[config.mk]
export PLATFORM = sky130hd
export DESIGN_NAME = wre_horner_stage
export DESIGN_NICKNAME = d
export VERILOG_FILES = /design/src/design/wre_pkg.sv /design/src/design/wre_horner_stage.sv
export SDC_FILE = /design/constraint.sdc
export NUM_CORES = 2
export LEC_CHECK = 0
export ABC_AREA = 1
export BUFFER_PORTS_ARGS = -buffer_cell sky130_fd_sc_hd__buf_4
export CORE_ASPECT_RATIO = 1.2
export CORE_MARGIN = 1.5
export CORE_UTILIZATION = 40
export CTS_CLUSTER_SIZE = 20
export DETAILED_ROUTE_END_ITERATION = 10
export SLEW_MARGIN = 20
export SYNTH_ARGS = -nofsm -noshare
export SYNTH_HDL_FRONTEND = slang
export SYNTH_SLANG_ARGS = --single-unit
[constraint.sdc]
create_clock -name clock -period 8.4 [get_ports clock]
set_input_delay 1.26 -clock clock [delete_from_list [all_inputs] [get_ports clock]]
set_output_delay 1.26 -clock clock [all_outputs]
set_load 0.02 [all_outputs]
[src/design/wre_pkg.sv]
// wre_pkg: shared widths, register indexes, control struct and 48-bit clip helper
// used by every file of the wendland rbf evaluator; depends on nothing
package wre_pkg;

   localparam int NUM_COEFS_DEF = 6;
   localparam int FRAC_BITS_DEF = 24;
   localparam int VALUE_W       = 48;
   localparam int DIST_W        = 32;
   localparam int REG_COEFS     = 6;
   localparam int CSR_INDEX_W   = 4;

   localparam logic [CSR_INDEX_W-1:0] REG_SCALE = 4'd0;
   localparam logic [CSR_INDEX_W-1:0] REG_RECIP = 4'd1;
   localparam logic [CSR_INDEX_W-1:0] REG_COEF0 = 4'd2;

   localparam logic [DIST_W-1:0]         SCALE_RESET = 32'h0100_0000;
   localparam logic signed [VALUE_W-1:0] POS_MAX     = 48'sh7FFF_FFFF_FFFF;
   localparam logic signed [VALUE_W-1:0] NEG_MIN     = 48'sh8000_0000_0000;
   localparam logic [VALUE_W:0]          MAG_CAP     = 49'h1_0000_0000_0000;

   typedef struct packed {
      logic valid;
      logic outside;
      logic rzero;
      logic flag;
   } ctl_type;

   typedef struct packed {
      logic signed [VALUE_W-1:0] value;
      logic                      clipped;
   } clip_type;

   function automatic clip_type clip_sum(input logic signed [VALUE_W+2:0] v);
      clip_type c;
      c.clipped = 1'b1;
      c.value   = POS_MAX;
      if (v > (VALUE_W+3)'(POS_MAX)) begin
         c.value = POS_MAX;
      end else if (v < (VALUE_W+3)'(NEG_MIN)) begin
         c.value = NEG_MIN;
      end else begin
         c.value   = v[VALUE_W-1:0];
         c.clipped = 1'b0;
      end
      return c;
   endfunction

endpackage

[src/design/wre_horner_stage.sv]
// wre_horner_stage: acc*r rounded plus coef, or acc when bypassed, in three registers
// depends on wre_pkg
module wre_horner_stage #(
   parameter int FRAC_BITS = wre_pkg::FRAC_BITS_DEF
) (
   input  logic                                     clock,
   input  logic                                     reset,
   input  logic                                     enable,
   input  logic                                     bypass,
   input  wre_pkg::ctl_type                         ctl_in,
   input  logic signed [wre_pkg::VALUE_W-1:0]       acc_in,
   input  logic        [wre_pkg::DIST_W-1:0]        r_in,
   input  logic signed [wre_pkg::VALUE_W-1:0]       coef,
   output wre_pkg::ctl_type                         ctl_out,
   output logic signed [wre_pkg::VALUE_W-1:0]       acc_out,
   output logic        [wre_pkg::DIST_W-1:0]        r_out
);
   localparam int VW = wre_pkg::VALUE_W;
   localparam int RW = wre_pkg::DIST_W;
   localparam int PW = VW + RW;

   wre_pkg::ctl_type ctl1_ff, ctl2_ff, ctl3_ff, ctl3_in;
   logic [RW-1:0]          r1_ff, r2_ff, r3_ff;
   logic signed [VW-1:0]   acc1_ff, acc2_ff, acc3_ff, acc3_in;
   logic                   neg1_ff, neg2_ff;
   logic [VW-1:0]          mag_in;
   logic [2*RW-1:0]        p0_ff, p0_in;
   logic [VW-1:0]          p1_ff, p1_in;
   logic [PW-1:0]          prod;
   logic [VW:0]            mag2_ff, mag2_in;
   logic signed [VW+1:0]   smag;
   logic signed [VW+2:0]   sum;
   wre_pkg::clip_type      clip;

   // stage 1: magnitude times r as two partial products
   assign mag_in = acc_in[VW-1] ? VW'(-acc_in) : VW'(acc_in);
   assign p0_in  = (2*RW)'(mag_in[RW-1:0]) * (2*RW)'(r_in);
   assign p1_in  = VW'(mag_in[VW-1:RW]) * VW'(r_in);

   // stage 2: combine, round half away from zero, cap magnitude
   assign prod    = PW'(p0_ff) + (PW'(p1_ff) << RW) + (PW'(1) << (FRAC_BITS - 1));
   assign mag2_in = ((prod >> FRAC_BITS) > PW'(wre_pkg::MAG_CAP)) ? wre_pkg::MAG_CAP
                                                                  : (VW+1)'(prod >> FRAC_BITS);

   // stage 3: restore sign, add coefficient, clip
   assign smag = neg2_ff ? -$signed({1'b0, mag2_ff}) : $signed({1'b0, mag2_ff});
   assign sum  = (VW+3)'(smag) + (VW+3)'(coef);
   assign clip = wre_pkg::clip_sum(sum);

   always_comb begin
      ctl3_in = ctl2_ff;
      acc3_in = acc2_ff;
      if (!bypass) begin
         acc3_in      = clip.value;
         ctl3_in.flag = ctl2_ff.flag | clip.clipped;
      end
   end

   always_ff @(posedge clock) begin
      if (reset) begin
         ctl1_ff <= '0;
         ctl2_ff <= '0;
         ctl3_ff <= '0;
      end else if (enable) begin
         ctl1_ff <= ctl_in;
         ctl2_ff <= ctl1_ff;
         ctl3_ff <= ctl3_in;
      end
      if (enable) begin
         r1_ff   <= r_in;
         acc1_ff <= acc_in;
         neg1_ff <= acc_in[VW-1];
         p0_ff   <= p0_in;
         p1_ff   <= p1_in;
         r2_ff   <= r1_ff;
         acc2_ff <= acc1_ff;
         neg2_ff <= neg1_ff;
         mag2_ff <= mag2_in;
         r3_ff   <= r2_ff;
         acc3_ff <= acc3_in;
      end
   end

   assign ctl_out = ctl3_ff;
   assign acc_out = acc3_ff;
   assign r_out   = r3_ff;

endmodule

# ---- After elaboration in Yosys (flattened, before gate mapping)
# Cells that the tools add are included.
# Widths: inputs -> output; s select.
dict set report op_classes {
  add_sub_neg 5
  multipliers 2
  n_lt_le_gt_ge 3
  mux 8
  bitwise 1
}
# cell n
set op_table {}
lappend op_table {{$mux 48} 4}
lappend op_table {{$add 64x80->80} 1}
lappend op_table {{$add 80x24->80 const B} 1}
lappend op_table {{$mul 32x32->64} 1}
lappend op_table {{$gt 56x49->1 const B} 1}
lappend op_table {{$add 50x48->51} 1}
lappend op_table {{$gt 51x48->1 const B} 1}
lappend op_table {{$lt 51x48->1 const B} 1}
lappend op_table {{$mux 50} 1}
lappend op_table {{$neg 49->50} 1}
lappend op_table {{$mul 16x32->48} 1}
lappend op_table {{$neg 48->48} 1}
lappend op_table {{$mux 1} 3}
lappend op_table {{$or 1x1->1} 1}
dict set report totals {
  reg_bits 415
  in_bits 136
  output_inout_bits 84
  wordCells 42
}

# ---- Logic depth before layout (Yosys ltp)
dict set report depth {
  depth_word 8
  ltp_mapped 44
  ltp_nobuf 43
}

# ---- Worst setup path after synthesis
# No wires, ideal clock.
dict set report synth_path {
  path_type {input -> register}
  from {input port acc_in[0] in the netlist's numbering}
  to {register p0_ff[59], data pin}
  setup_ns 0.252
  t_arrival_ns 8.933
  required_time_ns 8.148
  slack_ns -0.785
  stages 37
  path_buffers 3
  cell_sequence {clkbuf_1 -> clkbuf_1 -> inv_1 -> ha_1 -> nand3_2 -> nor4_1 -> nand2_1 -> o31ai_1 -> or2_2 -> nand2_1 -> inv_1 -> buf_1 -> nor2_1 -> fa_1 -> fa_1 -> fa_1 -> inv_1 -> fa_1 -> inv_1 -> fa_1 -> fa_1 -> fa_1 -> inv_1 -> fa_1 -> inv_1 -> ha_1 -> nand2_1 -> nor2_1 -> inv_1 -> nor2_1 -> inv_1 -> nor2_1 -> nand4_1 -> o21ai_0 -> nand4_1 -> nand3_1 -> nand2_1}
}
dict set report synth_via {
  elab_chain_cells 3
}
# element line
set synth_lines {}
lappend synth_lines {{start, declared} wre_horner_stage.sv:11} ;# input logic signed [wre_pkg::VALUE_W-1:0] acc_in,
lappend synth_lines {{$neg 48->48} wre_horner_stage.sv:36} ;# assign mag_in = acc_in[VW-1] ? VW'(-acc_in) : VW'(acc_in);
lappend synth_lines {{$mux 48 (*)} wre_horner_stage.sv:36}
lappend synth_lines {{$mul 32x32->64 (*)} wre_horner_stage.sv:37} ;# assign p0_in = (2*RW)'(mag_in[RW-1:0]) * (2*RW)'(r_in);
lappend synth_lines {{net p0_in[59]} wre_horner_stage.sv:27} ;# logic [2*RW-1:0] p0_ff, p0_in;
lappend synth_lines {{end signal, assigned} wre_horner_stage.sv:73} ;# p0_ff <= p0_in;
lappend synth_lines {{end, declared} wre_horner_stage.sv:27}
# Mark *: on every way through the listed nets, which the timed path passes. The rest lies on a longest branch.
# A chain may end at the register's enable or synchronous reset.

# ---- Final worst setup path
dict set report layout_path {
  from {input port acc_in[8] in the netlist's numbering}
  to {register p0_ff[54], data pin}
}
# Same word-level chain as after synthesis.

==> metrics.md <==
| Metric | Value |
|---|---|
| Critical Path AT | 9050 ps |
| Worst-path fanout max | 9 |
| Synth warnings | 0 |
| Type of the worst setup path | input pin to flip-flop |
| Fin nets | 11,860 |
| TritonCTS Sinks | 390 |
| Vias | 64,940 |
| Pins Over Slew Limit | 0 |
| Largest net degree at the start of global routing | 131 |
| Antenna-violating nets left | 0 |
| Initial antenna violation count | 19 |
| Min-delay src | acc1_ff[19]$_DFFE_PP_ |
| H-tree depth | 2 |
| Final Hold Fails | 0 |
| Distinct cell type count of the synthesized netlist | 58 |
| First-pass GRT wire length | 445.2 mm |
| R2r setup slk | 1740 ps |
| Req. time, crit path | 8760 ps |
| Syn Nets | 10,720 |
| Max incr delay on CP | 640 ps |
| Worst flop-to-flop path startpoint | mag2_ff[0]$_SDFFCE_PN0P_ |
| PortBufs | 219 |
| Simple-Gate Fraction of Synth Area | 19.41% |
| Compound-gate portion of the synthesized area | 5.199% |
| Hold_buf cts | 0 |
| Fraction of layout cells with a size suffix above 1 | 23.86% |
| Most used cell, CP | buf_6 |
| Cells after Synth | 8,803 |
| Clk buf depth | 3 |
| Slew HR | 26.10% |
| Seq/Total Area, Yosys | 16.15% |
| Worst Hold Class | flip-flop to flip-flop |
| Clock skew | 33.60 ps |
| Crit path from | acc_in[8] |
| CTS root buf | clkbuf_16 |
| #FFs+latches synth | 390 |
| Tot GR Track Use | 33.96% |
| Mux share of post-synthesis cell area | 0% |
| Worst reg-to-reg path cell count | 28 |
| Max Cap Viol | 0 |
| CTS tree | done |
| RSZ-0062 raised after global routing | yes |
| DRT Wirelength | 316.8 mm |
| GP Congestion | 1.047 |
| Row cnt | 170 |
| DRT Pass-1 Iters | 6 |
| Clk Latency, worst-skew pair | 620 ps |
| Routed len/inst | 25.72 µm |
| Async S/R FF share, synth | 0% |
| CP Launch Type | input pin |
| Post-Synth XOR/XNOR Area | 2.343% |
| Main flop type after synthesis | edfxtp_1 |
| FMAX | 115.1 MHz |
| Pre-CTS WS | -1512 ps |
| Post-DP Area | 84,790 µm² |
| Area of the die | 182,000 µm² |
| Gr ovfl total | 0 |
| DRC viols | 0 |
| Synthesis-to-layout area growth | 28.40% |
| Clk slew on worst S/H paths | 60 ps |
| Via-per-instance ratio | 5.273 |
| Post-Synth Adder-Cell Area | 44.76% |
| Crit path time final | 8690 ps |
| Synth Area per Inst | 8.153 µm² |
| Number of I/O pins | 220 |
| Die Ht | 467.0 µm |
| Vias in the first global route | 68,850 |
| CP Depth | 38 |
| Number of synthesized flops with an enable pin | 378 |
| DIE WIDTH | 389.7 µm |
| Final worst slack | -290.5 ps |
| WP buf/inv | 13 |
| Slowest CP cell | fa_1 |
| Measured slew at the worst slew-check pin | 1105 ps |
| Crit. End Element | flip-flop |
| Starting Density | 40.22% |
| Largest family of logic cells by synthesized area | adder cells |
| CTS buffer count | 42 |
| Largest delay contributor family on the critical path | adder cells |
| Design area | 92,150 µm² |
| Final setup vio count | 41 |
| Failing checks | setup timing |
| Worst setup path end | p0_ff[54]$_DFFE_PP_ |
| Post-Syn Area | 71,770 µm² |
| DRT iter0 DRCs | 4,795 |
| Core Region | 178,500 µm² |
| Total negative slack | -6724 ps |
| Status | finished with violations |
| HPWL Detailed | 266.4 mm |
| Critical R2R Capture | acc_out[42]$_DFFE_PP_ |
| Crit share post-route | 103.5% |
## through the flow
step | cells | hold WS (ps) | utilization (%)
after floorplan | 8803 | 400.3 | -
after global placement | 12110 | 400.3 | 47.51
after detailed placement | 12110 | 404.5 | 47.51
after CTS | 12200 | 404.2 | 48.98
after global routing | 12310 | 414.4 | 51.63
final | 12320 | 396.9 | 51.64
## area by class of cell
| class | count | area [µm²] |
|---|---|---|
| Sequential cell | 390 | 11590 |
| Multi-Input combinational cell | 6122 | 55790 |
| Clock buffer | 52 | 1110 |
| Tap cell | 2322 | 2905 |
| Inverter | 1986 | 7574 |
| Clock inverter | 25 | 329.1 |
| Antenna cell | 12 | 30.03 |
| Fill cell | 16810 | 86310 |
| Timing Repair Buffer | 1407 | 12820 |
## flip-flops by register name, indices dropped and copies added (netlist names), 41 cells and up
name and count:
mag2_ff 49, acc1_ff 48, acc2_ff 48, acc_out 48, p1_ff 48, p0_ff 41
## routing by layer
metal / up-vias / routed length (µm) / GRT usage, %
met5: - / 120 / 0
met4: 16 / 34080 / 28.21
met3: 1036 / 22080 / 5.738
met2: 2843 / 155000 / 59.57
met1: 32360 / 105500 / 35.64
li1: 28680 / - / -
## cell families after synthesis
logic type,count (synthesis)
and+or+nand+nor,3481
buffers and inverters,2291
adders and majority gates,1779
xor gates and xnor gates,192
AOI/OAI and AO/OA,670
DFF,390
## worst min-delay path by stage
stage,endpoint,slack [ps],depth (start not counted)
6_report,acc2_ff[19]$_DFFE_PP_,400,0
5_1_grt,acc2_ff[19]$_DFFE_PP_,410,0
4_1_cts,acc2_ff[19]$_DFFE_PP_,400,0
3_5_place_dp,acc2_ff[32]$_DFFE_PP_,400,0
3_3_place_gp,acc2_ff[37]$_DFFE_PP_,400,0
2_1_floorplan,acc2_ff[0]$_DFFE_PP_,400,0
## layout by cell type, fill, tap and decap left out, types with 26 or more instances in the layout
cell | Yosys | routed
xor2_1 | 124 | 100
nand2_2 | 13 | 93
nand4_1 | 71 | 71
nand2_4 | 0 | 38
a21oi_2 | 21 | 86
nor2_4 | 1 | 67
xnor2_1 | 68 | 61
edfxtp_1 | 378 | 378
nor3_1 | 58 | 44
buf_4 | 7 | 1144
buf_12 | 0 | 125
buf_6 | 4 | 117
ha_4 | 0 | 68
inv_1 | 1951 | 1822
nand2_1 | 1844 | 1721
fa_2 | 0 | 75
nor4_1 | 33 | 26
clkbuf_16 | 0 | 53
o21ai_2 | 0 | 32
o21ai_0 | 174 | 111
fa_1 | 1314 | 1239
nor2_1 | 1221 | 1055
ha_1 | 465 | 391
nand3_1 | 172 | 151
a21oi_4 | 0 | 36
inv_2 | 15 | 125
nor2_2 | 6 | 106
a21oi_1 | 343 | 242
## cell usage after synthesis (15+ instances only)
master	instances	area share, %
xor2_1	124	1.5
nor4_1	33	0.29
a21oi_2	21	0.26
a21o_1	19	0.20
o21a_1	22	0.23
inv_1	1951	10
nor2_1	1221	6.4
clkinv_1	20	0.10
buf_2	39	0.27
xnor2_1	68	0.83
o21ai_0	174	1.2
ha_1	465	8.1
or2_2	16	0.14
nand2_1	1844	9.6
a31oi_1	34	0.30
a21oi_1	343	2.4
edfxtp_1	378	16
inv_2	15	0.078
fa_1	1314	37
nand3b_1	19	0.20
nor3_1	58	0.40
nand4_1	71	0.62
nand3_1	172	1.2
clkbuf_1	245	1.3
## what timing repair did
item / in CTS / in global routing
resized for setup: 259 / 966
setup buffers: 20 / 121
gates cloned: 0 / 11
pin swaps: 80 / 460
endpoints found under the setup margin: 71 / 77
Power is not shown: default switching activity piles up to over one toggle a cycle in this logic, so the estimate is an artifact.
