==> src/design/wre_pkg.sv <==
// wre_pkg: shared widths, register indexes, control struct and 48-bit clip helper
// used by every file of the wendland rbf evaluator; depends on nothing
package wre_pkg;

   localparam int NUM_COEFS_DEF = 6;
   localparam int FRAC_BITS_DEF = 24;
   localparam int VALUE_W       = 48;
   localparam int DIST_W        = 32;
   localparam int REG_COEFS     = 6;
   localparam int CSR_INDEX_W   = 4;

   localparam logic [CSR_INDEX_W-1:0] REG_SCALE = 4'd0;
   localparam logic [CSR_INDEX_W-1:0] REG_RECIP = 4'd1;
   localparam logic [CSR_INDEX_W-1:0] REG_COEF0 = 4'd2;

   localparam logic [DIST_W-1:0]         SCALE_RESET = 32'h0100_0000;
   localparam logic signed [VALUE_W-1:0] POS_MAX     = 48'sh7FFF_FFFF_FFFF;
   localparam logic signed [VALUE_W-1:0] NEG_MIN     = 48'sh8000_0000_0000;
   localparam logic [VALUE_W:0]          MAG_CAP     = 49'h1_0000_0000_0000;

   typedef struct packed {
      logic valid;
      logic outside;
      logic rzero;
      logic flag;
   } ctl_type;

   typedef struct packed {
      logic signed [VALUE_W-1:0] value;
      logic                      clipped;
   } clip_type;

   function automatic clip_type clip_sum(input logic signed [VALUE_W+2:0] v);
      clip_type c;
      c.clipped = 1'b1;
      c.value   = POS_MAX;
      if (v > (VALUE_W+3)'(POS_MAX)) begin
         c.value = POS_MAX;
      end else if (v < (VALUE_W+3)'(NEG_MIN)) begin
         c.value = NEG_MIN;
      end else begin
         c.value   = v[VALUE_W-1:0];
         c.clipped = 1'b0;
      end
      return c;
   endfunction

endpackage

==> src/design/wre_div_stage.sv <==
// wre_div_stage: one restoring division step, one quotient bit per register
// depends on wre_pkg
module wre_div_stage #(
   parameter int QW = wre_pkg::VALUE_W + wre_pkg::FRAC_BITS_DEF
) (
   input  logic                                 clock,
   input  logic                                 reset,
   input  logic                                 enable,
   input  logic                                 din,
   input  wre_pkg::ctl_type                     ctl_in,
   input  logic signed [wre_pkg::VALUE_W-1:0]   acc_in,
   input  logic        [wre_pkg::DIST_W-1:0]    r_in,
   input  logic        [wre_pkg::DIST_W-1:0]    rem_in,
   input  logic        [QW-1:0]                 q_in,
   output wre_pkg::ctl_type                     ctl_out,
   output logic signed [wre_pkg::VALUE_W-1:0]   acc_out,
   output logic        [wre_pkg::DIST_W-1:0]    r_out,
   output logic        [wre_pkg::DIST_W-1:0]    rem_out,
   output logic        [QW-1:0]                 q_out
);
   localparam int RW = wre_pkg::DIST_W;

   wre_pkg::ctl_type ctl_ff;
   logic signed [wre_pkg::VALUE_W-1:0] acc_ff;
   logic [RW-1:0] r_ff, rem_ff, rem_in_next;
   logic [QW-1:0] q_ff, q_in_next;
   logic [RW:0]   cur;
   logic          ge;

   assign cur         = {rem_in, din};
   assign ge          = cur >= {1'b0, r_in};
   assign rem_in_next = ge ? RW'(cur - {1'b0, r_in}) : cur[RW-1:0];
   assign q_in_next   = {q_in[QW-2:0], ge};

   always_ff @(posedge clock) begin
      if (reset) begin
         ctl_ff <= '0;
      end else if (enable) begin
         ctl_ff <= ctl_in;
      end
      if (enable) begin
         acc_ff <= acc_in;
         r_ff   <= r_in;
         rem_ff <= rem_in_next;
         q_ff   <= q_in_next;
      end
   end

   assign ctl_out = ctl_ff;
   assign acc_out = acc_ff;
   assign r_out   = r_ff;
   assign rem_out = rem_ff;
   assign q_out   = q_ff;

endmodule

==> config.mk <==
export PLATFORM = sky130hd
export DESIGN_NAME = wre_div_stage
export DESIGN_NICKNAME = d
export VERILOG_FILES = /design/src/design/wre_pkg.sv /design/src/design/wre_div_stage.sv
export SDC_FILE = /design/constraint.sdc
export NUM_CORES = 1
export LEC_CHECK = 0
export ABC_AREA = 1
export BUFFER_PORTS_ARGS = -buffer_cell sky130_fd_sc_hd__buf_4
export CORE_UTILIZATION = 35
export CTS_BUF_LIST = sky130_fd_sc_hd__clkbuf_8 sky130_fd_sc_hd__clkbuf_16
export CTS_CLUSTER_SIZE = 10
export DETAILED_ROUTE_END_ITERATION = 7
export GPL_TIMING_DRIVEN = 0
export HOLD_SLACK_MARGIN = 0.05
export PLACE_DENSITY_LB_ADDON = 0.25
export SYNTH_ARGS = -nofsm -noshare
export SYNTH_HDL_FRONTEND = slang
export SYNTH_SLANG_ARGS = --single-unit
==> constraint.sdc <==
create_clock -name clock -period 2.92 [get_ports clock]
set_clock_uncertainty 0.1 [all_clocks]
set_input_delay 0.292 -clock clock [delete_from_list [all_inputs] [get_ports clock]]
set_output_delay 0.292 -clock clock [all_outputs]
set_load 0.05 [all_outputs]
==> Yosys cells after proc, flatten, opt, wreduce, memory -nomap -nowiden <==
Index checks and enable logic that the tools add are counted.
{ "op_classes": {"n_addsub": 1, "mux": 1, "magnitude_cmp": 1} }
{ "op_table": {"columns": ["op", "n"], "rows": [
  [">= comparator 33 x 32 -> 1 bit", 1],
  ["2-to-1 mux 32 bit", 1],
  ["subtractor 32 bit", 1]
]} }
{ "totals": {"elab_cells": 11, "reg_bits": 188} }

==> Depth between registers and ports, before layout <==
Gate-level depths: netlist (run 1).
{ "depth": {"depth_word": 2, "ltp_mapped": 17} }

==> Worst setup path after synthesis (run 1) <==
Ideal clock, no wire load.
{ "synth_path": {"path_kind": "input to register", "start": "input din", "end": "register rem_ff[16] (netlist: rem_out[16]), data pin", "path_buffers": 0, "arrival_time_ns": 1.653, "path_stages": 13, "required_time_ns": 2.567, "slack_ns": 0.914, "setup_ns": 0.253, "path_cell_list": "inv_1 -> ha_1 -> fa_1 -> inv_1 -> nand3_1 -> nand3_1 -> nand2_1 -> nand3_1 -> nand3_1 -> nand2_1 -> nand2_1 -> nand3_1 -> nand2_1"} }
{ "synth_between": {"elab_chain_cells": 2, "elab_cells_between_ends": 3, "classes_between": "add/sub: 1; order compare: 1; mux: 1"} }
{ "synth_rtl": {"columns": ["element", "line", "rtl"], "rows": [
  ["start, declared", "wre_div_stage.sv:9", "input logic din,"],
  ["subtractor 32 bit / >= comparator 33 x 32 -> 1 bit (equally long branches)", "wre_div_stage.sv:32, wre_div_stage.sv:31", null],
  ["2-to-1 mux 32 bit *", "wre_div_stage.sv:32", "assign rem_in_next = ge ? RW'(cur - {1'b0, r_in}) : cur[RW-1:0];"],
  ["named net rem_in_next[16]", "wre_div_stage.sv:25", "logic [RW-1:0] r_ff, rem_ff, rem_in_next;"],
  ["end signal, assigned", "wre_div_stage.sv:44", "rem_ff <= rem_in_next;"],
  ["end, declared", "wre_div_stage.sv:25", null]
]} }
Mark *: on every way through the listed nets, which the timed path passes. The rest lies on a longest branch.
A chain may end at the register's enable or synchronous reset.

==> Worst setup path in the final report (run 1) <==
{ "layout_path": {"start": "input r_in[0] in the netlist's numbering", "end": "register rem_ff[28] (netlist: rem_out[28]), data pin"} }
{ "layout_between": {"elab_chain_cells": 2, "elab_cells_between_ends": 3, "classes_between": "add/sub: 1; order compare: 1; mux: 1"} }
{ "layout_rtl": {"columns": ["element", "line", "rtl"], "rows": [
  ["start, declared", "wre_div_stage.sv:12", "input logic [wre_pkg::DIST_W-1:0] r_in,"],
  ["subtractor 32 bit / >= comparator 33 x 32 -> 1 bit (equally long branches)", "wre_div_stage.sv:32, wre_div_stage.sv:31", null],
  ["2-to-1 mux 32 bit *", "wre_div_stage.sv:32", null],
  ["named net rem_in_next[28]", "wre_div_stage.sv:25", null]
]} }
Marks and branches as above.

==> impl_results.md, run 1 <==
- Adder and majority gate portion of the synthesized area: 4.78%
- Mux contribution to synthesized area: 0%
- Delay-heaviest family, CP: simple AND/OR/NAND/NOR gates
- Compound-Gate Fraction of Synth Area: ~1.7%
- Total Nets Final: 1660
- Largest net degree at the start of global routing: around 110
- Final core occ: 59.2%
- Sequential element share of the synthesized area: 63.8%
- Most frequent cells in the layout: buf_4 (377), nand2_1 (306), edfxtp_1 (184)
- Cts repair resizes: 0
- Rel. slew slack: a little under three fifths
- CP dominant cell by count: nand2_1
- Mapped Area: 0.00879 mm2
- Yosys synthesis warning count: 0
- # H-tree levels: 4
- DRC: 0
- Synth unique cells: 27
- Vias in the first global route: 7915
- Detailed Route WL: ~28000 um
- Vias per std cell: 4.44
- Worst min path class: in -> reg
- Clk Latency, worst-skew pair: ~0.42 ns
- CTS tree: done
- Core area: 0.0245 mm2
- Antenna diodes: 0
- Die area: ~0.026 mm2
- Placement Setup Slack: roughly 0.45 ns
- RSZ-0062 raised after global routing: no
- Initial Utilization: roughly 36%
- Leakage: 6.93 nW
- Post-DR wirelength/cell: 16.1 um
- Flops & latches, synth: about 190
- Final hold viol count: 0
- Crit share post-route: 90.3%
- Buf+Inv Stages, Crit Path: 3
- Top-level I/O count: 380
- Share of cells above drive strength 1: 30.6%
- Post-DRT Antenna Nets: 0
- Register clock-pin slew on the reported worst setup and hold paths: approximately 0.070 ns
- Post-Syn Area per Cell: 10.3 um2
- Setup TNS: 0 ns
- Cell Chain, Critical Path: dlygate4sd3_1 -> buf_4 -> ha_1 -> fa_1 -> inv_1 -> nand3_1 -> nand3_1 -> nand3_1 -> nand2_1 -> nand2_1 -> nand2_1 -> nand2_1 -> nand3_1 -> nand2_1
- Largest family of logic cells by synthesized area: simple AND/OR/NAND/NOR gates
- Pre-Repair DR Iteration Count: 5
- First-pass GRT wire length: about 43000 um
- Die W: 160 um
- Syn Nets: 1081
- Syn-to-layout area delta: 64.7%
- Leading cell type in the layout, fill and taps excluded: buf_4
- Synth Area in Simple Gates: 20.9%
- Setup violations, final: 0
- Port Buffers: 378
- Vias: 7864
- Final worst setup slack: 0.284 ns
- Critical Path RT: 3.00 ns
- Maximum vdd ir drop: 309 uV
- Num Clock Sinks: 188
- Largest stage delay, worst path: 0.54 ns
- # fillers: around 2000
- Clock buffer depth: 2
- Root buffer cell: clkbuf_16
- # rows: 57
- Power Dens Cells: 555 mW/mm2
- Clock buffer count from CTS: 17
- Worst-Margin Slew: 0.651 ns
- Power Total: roughly 8 mW
- Post-Synth XOR/XNOR Area: 1.40%
- Tmin final: 2.64 ns
- Fmax achieved: approximately 0.38 GHz
- Crit path max fanout: 3
- Crit Path Class: in -> reg
- Die Y: 160 um
- Footprint of the multi-input gates: between 0.002 and 0.003 mm2
- Overflow after GRT: 0
- DRT iter0 DRCs: between 400 and 500
- Slowest CP cell: dlygate4sd3_1
- Max-Cap Viols: 0
- Synthesized instance count: 856
- Status: completed
- Crit end category: flop
- Startpoint Class: primary input
- Worst hold margin: roughly 0.066 ns
- CP arrival: ~2.7 ns
- Total Routing Usage GR: 21.9%
- Initial antenna violation count: 0
- HPWL after detailed placement: 20500 um
- Slew Viols, Final: 0
- Gp weighted congestion: 0.841
- Reg area: 0.00561 mm2
[path summary, 6_finish.rpt]
path                                  from     endpoint  slack (ns)  cells after the start
worst max-delay path               r_in[0]  rem_out[28]        0.28                     14
worst min-delay path            rem_in[30]  rem_out[31]        0.07                      3
worst max register to register  ctl_out[0]   ctl_out[0]        1.70                      3
worst min register to register  ctl_out[3]   ctl_out[3]        0.36                      2
[synthesized netlist by cell type]
library cell | number | share of area, %
inv_1 | 154 | 6.6
or2_2 | 1 | 0.071
xor2_1 | 13 | 1.3
nor3_2 | 2 | 0.23
o21bai_1 | 2 | 0.17
nand2_2 | 11 | 0.78
inv_4 | 1 | 0.071
a21oi_1 | 25 | 1.4
nand2_1 | 306 | 13
dfxtp_1 | 4 | 0.91
nand3b_1 | 9 | 0.77
buf_2 | 1 | 0.057
nand4_1 | 3 | 0.21
o21ai_0 | 2 | 0.11
and2_1 | 8 | 0.57
nand3_1 | 39 | 2.2
nand2_8 | 1 | 0.23
fa_1 | 1 | 0.23
buf_6 | 6 | 0.77
nor2_1 | 34 | 1.5
nor3_1 | 6 | 0.34
edfxtp_1 | 184 | 63
xnor2_1 | 1 | 0.10
nand3_2 | 1 | 0.11
nand2_4 | 3 | 0.38
nor2_2 | 6 | 0.43
ha_1 | 32 | 4.6
[worst reg2reg max path, cell delays in order, from the launching register on]
cell and delay (ns):
dfxtp_1 0.34, nand2_1 0.06, a21oi_1 0.11, dlygate4sd3_1 0.55
[through the flow]
step / cell area (um2) / cells
2_1_floorplan: 8790 / 856
3_3_place_gp: 12000 / 1558
3_5_place_dp: 12100 / 1559
4_1_cts: 14500 / 1771
5_1_grt: 14500 / 1771
6_report: 14500 / 1771
[sequential cells by signal, indices dropped and copies added, names as in the netlist]
signal / count
r_out: 32
rem_out: 32
ctl_out: 4
acc_out: 48
q_out: 72
[power by group]
| group | total [mW] | switching [mW] | leakage, nW | internal [mW] |
|---|---|---|---|---|
| clock network | 2.32 | 1.16 | 0.288 | 1.16 |
| registers | 3.32 | 0.0737 | 1.83 | 3.25 |
| logic | 2.40 | 1.55 | 4.80 | 0.843 |
[repair_timing]
action	4_1_cts	5_1_grt
hold buffers	181	0
endpoints found under the hold margin	180	0
setup buffers	0	0
[routing by layer]
layer | vias up | global-route usage (%) | share of wire, %
li1 | 3902 | - | -
met1 | 3633 | 24.9 | 39
met2 | 293 | 41.2 | 53
met3 | 36 | 4.13 | 5.5
met4 | 0 | 6.45 | 2.5
met5 | - | 0 | 0
[layout make-up]
| class | instances | share of cell area [%] |
|---|---|---|
| multi-input cells | 506 | 17.5 |
| repair buffers | 560 | 32.4 |
| well taps | 324 | 2.80 |
| flip-flops and latches | 188 | 38.7 |
| clock buffers | 17 | 2.94 |
| plain buffers | 7 | 0.501 |
| clock inverters | 14 | 1.16 |
| inverters | 155 | 4.04 |
[cell families after synthesis]
logic type / after synthesis
flip-flops: 188
AO/OA/AOI/OAI: 29
XOR/XNOR: 14
adder cells (fa/ha/maj): 33
AND/OR/NAND/NOR: 430
buffers and inverters: 162
No activity file was read; power rests on OpenSTA's default activity.
==> run 2, diff against run 1 <==
==> constraint.sdc (replaced) <==
create_clock -name clock -period 2.9 [get_ports clock]
set_clock_uncertainty 0.1 [all_clocks]
set_input_delay 0.29 -clock clock [delete_from_list [all_inputs] [get_ports clock]]
set_output_delay 0.29 -clock clock [all_outputs]
set_load 0.05 [all_outputs]
==> run 2 against run 1 <==
  * Cell count about the same
  * Global-route usage about the same
  * Register-to-register slack worse by 0.02 ns
  * Via count unchanged
  * Critical path depth unchanged
  * Largest power group unchanged
==> impl_results.md, run 2 (synthesized netlist as in run 1, its figures left out) <==
- R2R depth: 3
- Reg area: roughly 0.0056 mm2
- # H-tree levels: 4
- HPWL after detailed placement: between 20000 and 25000 um
- Clk Latency, worst-skew pair: 0.42 ns
- Vias in the first global route: 7921
- Vias per std cell: between 4 and 5
- Die Y: between 150 and 200 um
- Detailed Route WL: between 20000 and 30000 um
- Port Buffers: roughly 380
- Post-DRT Antenna Nets: 0
- RSZ-0062 raised after global routing: no
- GR Util met1: roughly a quarter
- GRT busiest layer: met2
- Power Total: around 8.1 mW
- Cell count after placement: 1559
- Met2 Use GR: 41.2%
- Maximum vdd ir drop: ~310 uV
- First-pass GRT wire length: 43000 um
- # fillers: around 2000
- Final core occ: a little under 60%
- Initial antenna violation count: 0
- DRC: 0
- Gp weighted congestion: about 0.84
- Setup TNS: 0 ns
- DRT iter0 DRCs: 447
- Root buffer cell: clkbuf_16
- Post-DR wirelength/cell: about 16 um
- Crit Path Class: in -> reg
- CTS tree: done
- Power Dens Cells: 559 mW/mm2
- Pre-Repair DR Iteration Count: 5
- Initial Utilization: a little over a third
- Footprint of the multi-input gates: ~0.0025 mm2
- Die W: 160 um
- Core area: 0.0245 mm2
- Leading cell type in the layout, fill and taps excluded: buf_4
- Fmax achieved: 0.380 GHz
- Top-level I/O count: 380
- Crit path max fanout: 3
- Slew Viols, Final: 0
- Cts repair resizes: 0
- Setup bufs post-CTS: 0
- Worst min path class: in -> reg
- Crit end category: flop
- Antenna diodes: 0
- Overflow after GRT: 0
- Die area: 0.0258 mm2
- Syn-to-layout area delta: 64.8%
- Fin area: 0.0145 mm2
- Critical Path RT: about 3.0 ns
- Largest net degree at the start of global routing: 113
- Register clock-pin slew on the reported worst setup and hold paths: ~0.08 ns
- CP arrival: 2.71 ns
- Share of cells above drive strength 1: 30.6%
- Num Clock Sinks: 188
- Max-Cap Viols: 0
- Cell Area, Placed: around 0.012 mm2
- Vias: 7864
- Non-filler cells, final: 1772
- Most frequent cells in the layout: buf_4 (377), nand2_1 (306), edfxtp_1 (184)
- Grt met3 use: under 10%
- Final hold viol count: 0
- Startpoint Class: primary input
- Hold path depth: 3
- Total Routing Usage GR: 21.9%
- Clock buffer count from CTS: 17
- # rows: 57
- Max reg flops: 72
- Leakage: 6.93 nW
- Status: completed
- Worst-Margin Slew: 0.650 ns
- Tmin final: 2.63 ns
- Clock buffer depth: 2
- Setup violations, final: 0
- Total Nets Final: 1661
- Rel. slew slack: 56.7%
- Crit share post-route: about 90%
## run 2: cell count changes in the layout (fill, tap and decap cells not counted), sizes merged
cell / delta
dlygate4sd3: +1
## run 2: metrics by stage
stage | worst slack (ns) | hold slack, ns
final | 0.267 | 0.0665
after detailed placement | 0.437 | 0.353
after floorplan | 0.896 | 0.259
after global routing | 0.107 | 0.0690
after CTS | 0.301 | 0.0509
after global placement | 0.0749 | 0.349
## run 2: where the power goes
part           switching, mW  internal, mW
clock                   1.17          1.16
combinational           1.57         0.849
sequential            0.0742          3.27
## run 2: worst paths after layout
| kind | from | end | slack, ns |
|---|---|---|---|
| max reg2reg | ctl_out[0] | ctl_out[0] | 1.68 |
| max | r_in[0] | rem_out[28] | 0.27 |
| min reg2reg | ctl_out[2] | ctl_out[2] | 0.37 |
| min | rem_in[8] | rem_out[9] | 0.07 |
## run 2: layout make-up
cell class | count | share of cell area (%)
flip-flops and latches | 188 | 38.7
clock buffers | 17 | 2.94
multi-input cells | 506 | 17.5
clock inverters | 14 | 1.16
plain buffers | 7 | 0.501
repair buffers | 561 | 32.4
inverters | 155 | 4.03
well taps | 324 | 2.80
## run 2: worst max-delay path: stages
cell,delay (ns)
dlygate4sd3_1,0.54
buf_4,0.14
ha_1,0.21
fa_1,0.41
inv_1,0.12
nand3_1,0.09
nand3_1,0.18
nand3_1,0.10
nand2_1,0.19
nand2_1,0.14
nand2_1,0.09
nand2_1,0.05
nand3_1,0.10
nand2_1,0.06
## run 2: per-layer routing
layer	share of wire [%]	up-vias
met5	0	-
met4	2.7	0
met3	5.3	42
met2	53	293
met1	39	3624
li1	-	3905
## run 2: timing repair
| item | in CTS | in global routing |
|---|---|---|
| endpoints found under the setup margin | 0 | 0 |
| hold buffers | 182 | 0 |
| endpoints found under the hold margin | 181 | 0 |
==> run 3, diff against run 2 <==
==> constraint.sdc (replaced) <==
create_clock -name clock -period 2.2 [get_ports clock]
set_clock_uncertainty 0.1 [all_clocks]
set_input_delay 0.22 -clock clock [delete_from_list [all_inputs] [get_ports clock]]
set_output_delay 0.22 -clock clock [all_outputs]
set_load 0.05 [all_outputs]
==> run 3 against run 2 <==
  * Global-route usage increased by 0.22 points
  * Combinational power increased by 32%
  * Count of clock-buffer cells in the layout stayed put
  * Flip-flop and latch count unchanged
  * Cell area increased by 0.28%
  * Core utilization is 0.16 points higher
  * Cell count grew 0.23%
  * Register-to-register slack lost 0.70 ns
  * First-iteration DRC count rose by 1.1%
  * Critical path depth is the same
  * Sequential power up 32%
  * Die area stayed put
  * Largest cell class unchanged
==> impl_results.md, run 3 (synthesized netlist as in run 1, its figures left out) <==
- Slew Viols, Final: 0
- Gp weighted congestion: 0.841
- Max-Cap Viols: 0
- Critical Path RT: 2.28 ns
- Slowest CP cell: fa_1
- Initial Utilization: 35.9%
- Vias per std cell: about 4.4
- Vias in the first global route: 7962
- Port Buffers: 378
- Cell Chain, Critical Path: buf_4 -> inv_1 -> ha_1 -> fa_1 -> inv_1 -> nand3_1 -> nand3_1 -> nand3_1 -> nand2_1 -> nand2_1 -> nand2_1 -> nand2_1 -> nand3_1 -> nand2_1
- CP dominant cell by count: nand2_1
- Final core occ: 59.4%
- Power Total: 10.7 mW
- Share of cells above drive strength 1: 30.5%
- Cell count after placement: between 1500 and 2000
- Post-CTS Hold Fix Bufs: 186
- Max reg flops: just over 70
- Die W: about 160 um
- Delay-heaviest family, CP: simple AND/OR/NAND/NOR gates
- Worst min path class: in -> reg
- Num Clock Sinks: about 190
- Die area: 0.0258 mm2
- Leading cell type in the layout, fill and taps excluded: buf_4
- Critical R2R Launch: ctl_out[0]
- # rows: 57
- DRT iter0 DRCs: ~450
- Detailed Route WL: 28800 um
- Worst Setup SP: din
- Crit Path Class: in -> reg
- Vias: 7851
- Core area: between 0.02 and 0.025 mm2
- R2R depth: 3
- Syn-to-layout area delta: 65.2%
- Register clock-pin slew on the reported worst setup and hold paths: 0.07 ns
- Cts repair resizes: 0
- Buf+Inv Stages, Crit Path: 3
- Non-filler cells, final: 1776
- HPWL after detailed placement: ~20000 um
- Fmax achieved: around 0.5 GHz
- Root buffer cell: clkbuf_16
- Total Routing Usage GR: around 22%
- Maximum vdd ir drop: 421 uV
- Post-DR wirelength/cell: 16.2 um
- Tmin final: 2.01 ns
- RSZ-0062 raised after global routing: no
- Overflow after GRT: 0
- Largest stage delay, worst path: 0.41 ns
- CTS tree: done
- DRC: 0
- Power Dens Cells: 736 mW/mm2
- Antenna diodes: 0
- Worst-Margin Slew: roughly 0.64 ns
- Setup violations, final: 0
- Final hold viol count: 0
- Status: completed
- Startpoint Class: primary input
- Most frequent cells in the layout: buf_4 (377), nand2_1 (306), dlygate4sd3_1 (186)
- Fin area: 0.0145 mm2
- Hold path depth: 3
- Clock buffer count from CTS: 17
- Cell Area, Placed: 0.0121 mm2
- Clock buffer depth: 2
- Rel. slew slack: 57.0%
- First-pass GRT wire length: 43500 um
- Hold path start: din
- Pre-Repair DR Iteration Count: 5
- Initial antenna violation count: 0
- Crit end category: flop
- # H-tree levels: 4
- Total Nets Final: 1665
- Setup bufs post-CTS: 0
- Top-level I/O count: 380
- CP arrival: 2.08 ns
- Largest net degree at the start of global routing: 113
- Clk Latency, worst-skew pair: 0.42 ns
- Leakage: 6.95 nW
- Die Y: 160 um
- Crit. path cell count: 14
- Post-DRT Antenna Nets: 0
- Crit path max fanout: 3
- Crit share post-route: between 90% and 100%
==> run 3: cell types whose count changed in the layout (fill, tap and decap cells not counted) <==
cell,delta
dlygate4sd3_1,+4
==> run 3: path summary, 6_finish.rpt <==
path	end	slack (ns)
worst min-delay path	rem_out[0]	0.08
worst min register to register	ctl_out[3]	0.37
worst max-delay path	rem_out[28]	0.19
worst max register to register	ctl_out[0]	0.98
==> run 3: final cells by class <==
cell class	instances	area, um2
repair buffers	565	4730
well taps	324	405
flip-flops and latches	188	5610
inverters	155	584
clock inverters	14	168
fillers	2025	9940
clock buffers	17	425
multi-input cells	506	2530
plain buffers	7	72.6
==> run 3: worst register-to-register path, stage by stage, from the launching register on <==
cell           delay, ns
dfxtp_1             0.34
nand2_1             0.06
a21oi_1             0.11
dlygate4sd3_1       0.55
==> run 3: metal layers <==
layer,vias up,routed length [um],part of all wire (%),track usage [%]
li1,3914,-,-,-
met2,263,15200,53,41.8
met4,0,733,2.5,6.49
met1,3638,11400,40,25.0
met3,36,1420,4.9,4.18
met5,-,0,0,0
==> run 3: report_power, final <==
part / total, mW / switching [mW] / internal (mW) / leakage, nW
combinational: 3.19 / 2.06 / 1.12 / 4.82
sequential: 4.41 / 0.0963 / 4.31 / 1.83
clock: 3.09 / 1.55 / 1.53 / 0.288
total: 10.7 / 3.71 / 6.97 / 6.95
==> run 3: metrics by stage <==
step                setup slack (ns)  setup TNS [ns]  hold slack (ns)
global route                  0.0186               0            0.107
global placement              -0.555          -66.09            0.298
detailed placement            -0.193           -4.34            0.299
CTS                            0.229               0           0.0755
finish                         0.191               0           0.0845
floorplan                      0.266               0            0.189
